### config.mk
export PLATFORM = sky130hd
export DESIGN_NAME = integer_divider_32_unit_flat
export DESIGN_NICKNAME = d
export VERILOG_FILES = /design/src/rtl/idiv_pkg.sv /design/src/rtl/idiv_ifs.sv /design/src/rtl/idiv_cell.sv /design/src/rtl/integer_divider_32_unit.sv /design/src/flat_wrapper.sv
export SDC_FILE = /design/constraint.sdc
export NUM_CORES = 2
export LEC_CHECK = 0
export BUFFER_PORTS_ARGS = -buffer_cell sky130_fd_sc_hd__buf_2
export CORE_ASPECT_RATIO = 0.5
export CORE_MARGIN = 2
export CORE_UTILIZATION = 50
export CTS_CLUSTER_SIZE = 24
export DETAILED_ROUTE_END_ITERATION = 7
export PLACE_DENSITY = 0.65
export SYNTH_ARGS = -nofsm -noshare
export SYNTH_HDL_FRONTEND = slang
export SYNTH_SLANG_ARGS = --single-unit
### constraint.sdc
create_clock -name i_clk -period 149.9 [get_ports i_clk]
set_input_delay 0 -clock i_clk [delete_from_list [all_inputs] [get_ports i_clk]]
set_output_delay 0 -clock i_clk [all_outputs]
set_load 0.02 [all_outputs]
### src/rtl/idiv_pkg.sv
// ----------------------------------------------------------------------------
// idiv_pkg
// shared data width and the pipeline stage record of the 32-bit integer divider
// ----------------------------------------------------------------------------
package idiv_pkg;

    localparam int DATA_W = 32;

    typedef struct packed {
        logic [DATA_W-1:0] rest;
        logic [DATA_W-1:0] den;
        logic [DATA_W-1:0] quo;
        logic              neg_q;
        logic              dbz;
    } t_stage;

endpackage

### src/rtl/idiv_ifs.sv
// ----------------------------------------------------------------------------
// idiv_ifs
// valid/ready channels for divider requests and results
// ----------------------------------------------------------------------------
interface idiv_in_if;
    logic                        valid;
    logic                        ready;
    logic                        func;
    logic [idiv_pkg::DATA_W-1:0] dividend;
    logic [idiv_pkg::DATA_W-1:0] divisor_in;

    modport source (output valid, func, dividend, divisor_in, input ready);
    modport sink   (input valid, func, dividend, divisor_in, output ready);
endinterface

interface idiv_out_if;
    logic                        valid;
    logic                        ready;
    logic [idiv_pkg::DATA_W-1:0] quotient;
    logic [idiv_pkg::DATA_W-1:0] remainder;
    logic                        divide_by_zero;

    modport source (output valid, quotient, remainder, divide_by_zero, input ready);
    modport sink   (input valid, quotient, remainder, divide_by_zero, output ready);
endinterface

### src/rtl/idiv_cell.sv
// ----------------------------------------------------------------------------
// idiv_cell
// one restoring step: trial subtract of the divisor shifted by SHIFT, then register
// ----------------------------------------------------------------------------
module idiv_cell #(
    parameter int SHIFT = 0
) (
    input  logic             i_clk,
    input  logic             i_rst_n,
    input  logic             i_en,
    input  logic             i_valid,
    input  idiv_pkg::t_stage i_stage,
    output logic             o_valid,
    output idiv_pkg::t_stage o_stage
);
    import idiv_pkg::*;

    logic   r_valid;
    t_stage r_stage;
    t_stage n_stage;

    always_comb begin
        n_stage = i_stage;
        // rest >= den * 2^SHIFT without widening
        if ((i_stage.rest >> SHIFT) >= i_stage.den) begin
            n_stage.rest       = i_stage.rest - (i_stage.den << SHIFT);
            n_stage.quo[SHIFT] = 1'b1;
        end
    end

    always_ff @(posedge i_clk) begin
        if (!i_rst_n) begin
            r_valid <= 1'b0;
        end else if (i_en) begin
            r_valid <= i_valid;
        end
    end

    always_ff @(posedge i_clk) begin
        if (i_en) begin
            r_stage <= n_stage;
        end
    end

    assign o_valid = r_valid;
    assign o_stage = r_stage;

endmodule

### src/rtl/integer_divider_32_unit.sv
// ----------------------------------------------------------------------------
// integer_divider_32_unit
// pipelined 32-bit unsigned/signed integer divider with remainder
// ----------------------------------------------------------------------------
// Accepts one request per cycle unless stalled, returns one result per request,
// in order. A request passes one operand stage, a row of 32 restoring-step
// cells (one quotient bit each, most significant first) and one result stage,
// the operand stage loading at the accepting edge.
// The whole row advances together whenever the result register is empty or
// being taken, and i_req.ready is that same enable. Signed mode divides the
// magnitudes and negates the quotient when the signs differ; the remainder is
// the magnitude remainder. A zero divisor sets divide_by_zero with an all-ones
// quotient and the raw dividend as remainder.
module integer_divider_32_unit (
    input  logic        i_clk,
    input  logic        i_rst_n,
    idiv_in_if.sink     i_req,
    idiv_out_if.source  o_rsp
);
    import idiv_pkg::*;

    logic              en;
    logic              neg_a;
    logic              neg_b;
    logic              dbz;
    logic [DATA_W-1:0] mag_a;
    logic [DATA_W-1:0] mag_b;
    t_stage            n_s0;

    logic              r_v0;
    t_stage            r_s0;

    logic              v   [DATA_W+1];
    t_stage            s   [DATA_W+1];

    logic              r_out_valid;
    logic [DATA_W-1:0] r_quo;
    logic [DATA_W-1:0] r_rem;
    logic              r_dbz;

    assign en          = !r_out_valid || o_rsp.ready;
    assign i_req.ready = en;

    // operand stage
    always_comb begin
        neg_a = i_req.func && i_req.dividend[DATA_W-1];
        neg_b = i_req.func && i_req.divisor_in[DATA_W-1];
        dbz   = (i_req.divisor_in == '0);
        mag_a = neg_a ? (DATA_W'(0) - i_req.dividend)   : i_req.dividend;
        mag_b = neg_b ? (DATA_W'(0) - i_req.divisor_in) : i_req.divisor_in;
        n_s0.rest  = dbz ? i_req.dividend : mag_a;
        n_s0.den   = mag_b;
        n_s0.quo   = '0;
        n_s0.neg_q = !dbz && (neg_a != neg_b);
        n_s0.dbz   = dbz;
    end

    always_ff @(posedge i_clk) begin
        if (!i_rst_n) begin
            r_v0 <= 1'b0;
        end else if (en) begin
            r_v0 <= i_req.valid;
        end
    end

    always_ff @(posedge i_clk) begin
        if (en) begin
            r_s0 <= n_s0;
        end
    end

    assign v[0] = r_v0;
    assign s[0] = r_s0;

    // row of restoring cells
    for (genvar k = 0; k < DATA_W; k++) begin : g_cell
        idiv_cell #(
            .SHIFT (DATA_W - 1 - k)
        ) u_cell (
            .i_clk   (i_clk),
            .i_rst_n (i_rst_n),
            .i_en    (en),
            .i_valid (v[k]),
            .i_stage (s[k]),
            .o_valid (v[k+1]),
            .o_stage (s[k+1])
        );
    end

    // result stage
    always_ff @(posedge i_clk) begin
        if (!i_rst_n) begin
            r_out_valid <= 1'b0;
        end else if (en) begin
            r_out_valid <= v[DATA_W];
        end
    end

    always_ff @(posedge i_clk) begin
        if (en) begin
            r_quo <= s[DATA_W].neg_q ? (DATA_W'(0) - s[DATA_W].quo) : s[DATA_W].quo;
            r_rem <= s[DATA_W].rest;
            r_dbz <= s[DATA_W].dbz;
        end
    end

    assign o_rsp.valid          = r_out_valid;
    assign o_rsp.quotient       = r_quo;
    assign o_rsp.remainder      = r_rem;
    assign o_rsp.divide_by_zero = r_dbz;

    a_dbz_all_ones: assert property (@(posedge i_clk) disable iff (!i_rst_n)
        o_rsp.valid && o_rsp.divide_by_zero |-> o_rsp.quotient == '1)
        else $error("divide by zero result without all-ones quotient");

    a_rem_below_den: assert property (@(posedge i_clk) disable iff (!i_rst_n)
        v[DATA_W] && !s[DATA_W].dbz |-> s[DATA_W].rest < s[DATA_W].den)
        else $error("remainder not below divisor at end of cell row");

    a_hold_on_stall: assert property (@(posedge i_clk) disable iff (!i_rst_n)
        !en |=> $stable(v[DATA_W]) && $stable(r_v0) && $stable(s[DATA_W]))
        else $error("pipeline moved while result stalled");

endmodule

### src/flat_wrapper.sv
// flat-port wrapper written by rule: the top's interface ports become plain ports
module integer_divider_32_unit_flat import idiv_pkg::*;
  (i_clk, i_rst_n, i_req_valid, i_req_func, i_req_dividend, i_req_divisor_in, i_req_ready, o_rsp_valid, o_rsp_quotient, o_rsp_remainder, o_rsp_divide_by_zero, o_rsp_ready);
  idiv_in_if i_req_i ();
  idiv_out_if o_rsp_i ();
  input  logic i_clk;
  input  logic i_rst_n;
  input wire logic [$bits(i_req_i.valid)-1:0] i_req_valid;
  input wire logic [$bits(i_req_i.func)-1:0] i_req_func;
  input wire logic [$bits(i_req_i.dividend)-1:0] i_req_dividend;
  input wire logic [$bits(i_req_i.divisor_in)-1:0] i_req_divisor_in;
  output wire logic [$bits(i_req_i.ready)-1:0] i_req_ready;
  output wire logic [$bits(o_rsp_i.valid)-1:0] o_rsp_valid;
  output wire logic [$bits(o_rsp_i.quotient)-1:0] o_rsp_quotient;
  output wire logic [$bits(o_rsp_i.remainder)-1:0] o_rsp_remainder;
  output wire logic [$bits(o_rsp_i.divide_by_zero)-1:0] o_rsp_divide_by_zero;
  input wire logic [$bits(o_rsp_i.ready)-1:0] o_rsp_ready;
  assign i_req_i.valid = i_req_valid;
  assign i_req_i.func = i_req_func;
  assign i_req_i.dividend = i_req_dividend;
  assign i_req_i.divisor_in = i_req_divisor_in;
  assign i_req_ready = i_req_i.ready;
  assign o_rsp_valid = o_rsp_i.valid;
  assign o_rsp_quotient = o_rsp_i.quotient;
  assign o_rsp_remainder = o_rsp_i.remainder;
  assign o_rsp_divide_by_zero = o_rsp_i.divide_by_zero;
  assign o_rsp_i.ready = o_rsp_ready;
  integer_divider_32_unit u_core (.i_clk(i_clk), .i_rst_n(i_rst_n), .i_req(i_req_i), .o_rsp(o_rsp_i));
endmodule
==> impl_metrics.yaml <==
sta:
  whs_ns: 0.109
  final.period_utilization: 0.0447
  rsz0062_at_grt: "false"
  worst_slew_pin_slew_ns: 1.12
  min_period_ns: 6.71
  finalHoldViolCount: 0
  max_freq_mhz: 149
  finalSetupViolations: 0
  slew_viol_final: 0
  setup_total_negative_slack_ns: 0
  skew_ns: 0.0785
  slew-limit-headroom: 0.251
drt:
  vias_per_cell: 5.30
  vias: 63229
  wl_per_cell_um: 16.4
  routed_wl_mm: 196
  drcViolationCount: 0
  drt_iter0_drc: 4140
  detail-route-antenna-nets: 0
  dr.pass1.iters: 6
worst_setup_path:
  required_ns: 150.41
  path_class: "flip-flop to flip-flop"
  worstSetupStartpointType: "flip-flop"
  endpoint_kind: "flip-flop"
  cp_max_fo: 198
  cp_data_arrival_time_ns: 7.21
floorplan:
  die_area_mm2: 0.241
  core_area_mm2: 0.236
  initial_core_util: 0.502
  die_x_um: 692
  io_pins: 136
  die_h_um: 348
  rows: 126
clocking:
  clk_pin_slew_ns: 0.07
  root_buffer: "clkbuf_16"
  cts_resized: 0
  cts_buffers: 236
  holdBufCountCts: 189
  cts_num_sinks: 2773
  cts_tree: "done"
  insertion_delay_ns: 0.91
  clock_path_buffers: 4
  cts.htree.levels: 4
  post_cts_buffers: 0
layout:
  layout-drive-gt1-share: 0.0912
  final_common_cell: "edfxtp_1"
  most-common-layout-cells: "2,739 x edfxtp_1, 668 x inv_1, 590 x nand2_1, 531 x ha_1, 508 x o21ai_0"
  area_growth_pct: 12.0
  nets: 9242
  num-fill-cells: 18362
yosys:
  ys_seq_area_frac: 0.700
  synthesis.nets: 8774
  yosysWarnings: 0
  ys_seq_elements: 2773
  ys.flop_type: "edfxtp_1"
  avgSynthCellArea_um2: 14.5
  synth-async-reset-ratio: 0
  syn_area_mm2: 0.118
  synthesis.instances: 8143
  synth_enable_flop_cells: 2739
  synth_cell_types: 74
pwr:
  p_seq_frac: 0.502
  power_uw: 1960
  ir_drop_mv: 0.0112
  cellInternalPower_uw: 1450
  swShare: 0.259
  p_sw_uw: 507
  pwr-share-comb: 0.182
  powerDensity_mw_per_mm2: 14.7
  leakage_uw: 0.0537
  clock_power_share: 0.316
placement:
  place_congestion: 0.908
  place.port_buffers: 135
  dp_hpwl_mm: 133
worst_hold_path:
  hp-class: "input port to flip-flop"
outcome:
  status: "finished, final reports clean"
grt:
  grt_max_degree: 199
  grt_overflow: 0
  grt_use_total: 0.160
  antenna_found_initial: 0
  grt_pass1_vias: 63704
  grt_pass1_wl_mm: 316
job:
  cap_violations: 0
final timing paths:
path / endpoint / cells past startpoint / startpoint / slack, ns
min: u_core.r_s0[67]$_DFFE_PP_ / 4 / i_req_dividend[1] / 0.11
min reg2reg: u_core.g_cell[1].u_cell.o_stage[76]$_DFFE_PP_ / 0 / u_core.g_cell[0].u_cell.o_stage[76]$_DFFE_PP_ / 0.38
max reg2reg: u_core.g_cell[8].u_cell.o_stage[46]$_DFFE_PP_ / 8 / u_core.o_rsp.valid$_SDFFE_PN0P_ / 143.19
max: u_core.g_cell[8].u_cell.o_stage[46]$_DFFE_PP_ / 8 / u_core.o_rsp.valid$_SDFFE_PN0P_ / 143.19
final cells by class:
class / instances / area (um^2) / area share
repair buffers: 370 / 3010 / 0.0227
clock inverters: 153 / 1710 / 0.0129
diodes: 2 / 5.00 / 0.0000377
inverters: 669 / 2520 / 0.0190
well taps: 3136 / 3920 / 0.0296
multi-input cells: 4561 / 32500 / 0.245
clock buffers: 270 / 6050 / 0.0456
flip-flops and latches: 2773 / 82900 / 0.625
power groups by stage:
stage	clock network (uW)	logic, uW	registers [uW]
floorplan	0	266	991
finish	618	356	983
detailed placement	0	345	1000
global placement	0	339	999
CTS	637	352	984
global route	666	396	992
cells by family after synthesis:
| group | Yosys count | share of synthesized area |
|---|---|---|
| DFF | 2773 | 0.700 |
| AOI/OAI and AO/OA | 1657 | 0.0874 |
| and+or+nand+nor | 1606 | 0.0661 |
| buffers and inverters | 809 | 0.0257 |
| adders and majority gates | 562 | 0.0613 |
| xor gates and xnor gates | 493 | 0.0365 |
| muxes | 243 | 0.0228 |
metal layers:
metal	track usage	wire length (um)	vias up
met1	0.182	80100	30101
met3	0.0249	6240	519
met5	0	0	-
met2	0.295	100000	1070
li1	-	-	31539
met4	0.0731	9030	0
stage by stage:
| stage | setup slack [ns] | instances | utilization | area [um^2] |
|---|---|---|---|---|
| after floorplan | 71.00 | 8143 | - | 118000 |
| after global placement | 143.33 | 11320 | 0.522 | 123000 |
| after detailed placement | 143.19 | 11320 | 0.522 | 123000 |
| after CTS | 143.21 | 11932 | 0.563 | 133000 |
| after global routing | 142.64 | 11932 | 0.563 | 133000 |
| final | 143.19 | 11934 | 0.563 | 133000 |
Yosys cell counts, types with 44 or more instances:
master       n  area [um^2]
edfxtp_1  2739        82200
nand3_1     82          410
ha_1       531         6640
nor3_1      86          430
o21a_1      67          503
xnor2_1    292         2560
nand2b_1    76          475
a31oi_1     54          338
clkbuf_1   128          480
nor4_1     129          807
nand2_1    590         2210
nand4_1    103          644
a21o_1     222         1670
o31ai_1     65          488
nor2_1     273         1020
inv_1      668         2510
o21ai_0    509         2550
o21bai_1    44          330
nor2b_1     90          563
mux2_2     214         2410
xor2_1     201         1760
a21boi_0    52          390
a21oi_1    402         2010
flip-flops by register name (all words and copies together), names as in the netlist:
register	count
u_core.o_rsp.valid	1
u_core.r_v0	1
u_core.o_rsp.quotient	32
u_core.o_rsp.remainder	32
u_core.o_rsp.divide_by_zero	1
u_core.g_cell.u_cell.o_stage	2608
u_core.g_cell.u_cell.o_valid	32
u_core.r_s0	66
critical path, cell delays in order (launching register included):
cell	delay, ns
dfxtp_1	0.31
nor2b_2	0.19
inv_8	0.53
buf_12	0.68
buf_4	0.80
buf_12	0.66
buf_12	0.59
buf_12	0.77
buf_4	0.90
(Power assumes the default switching activity.)
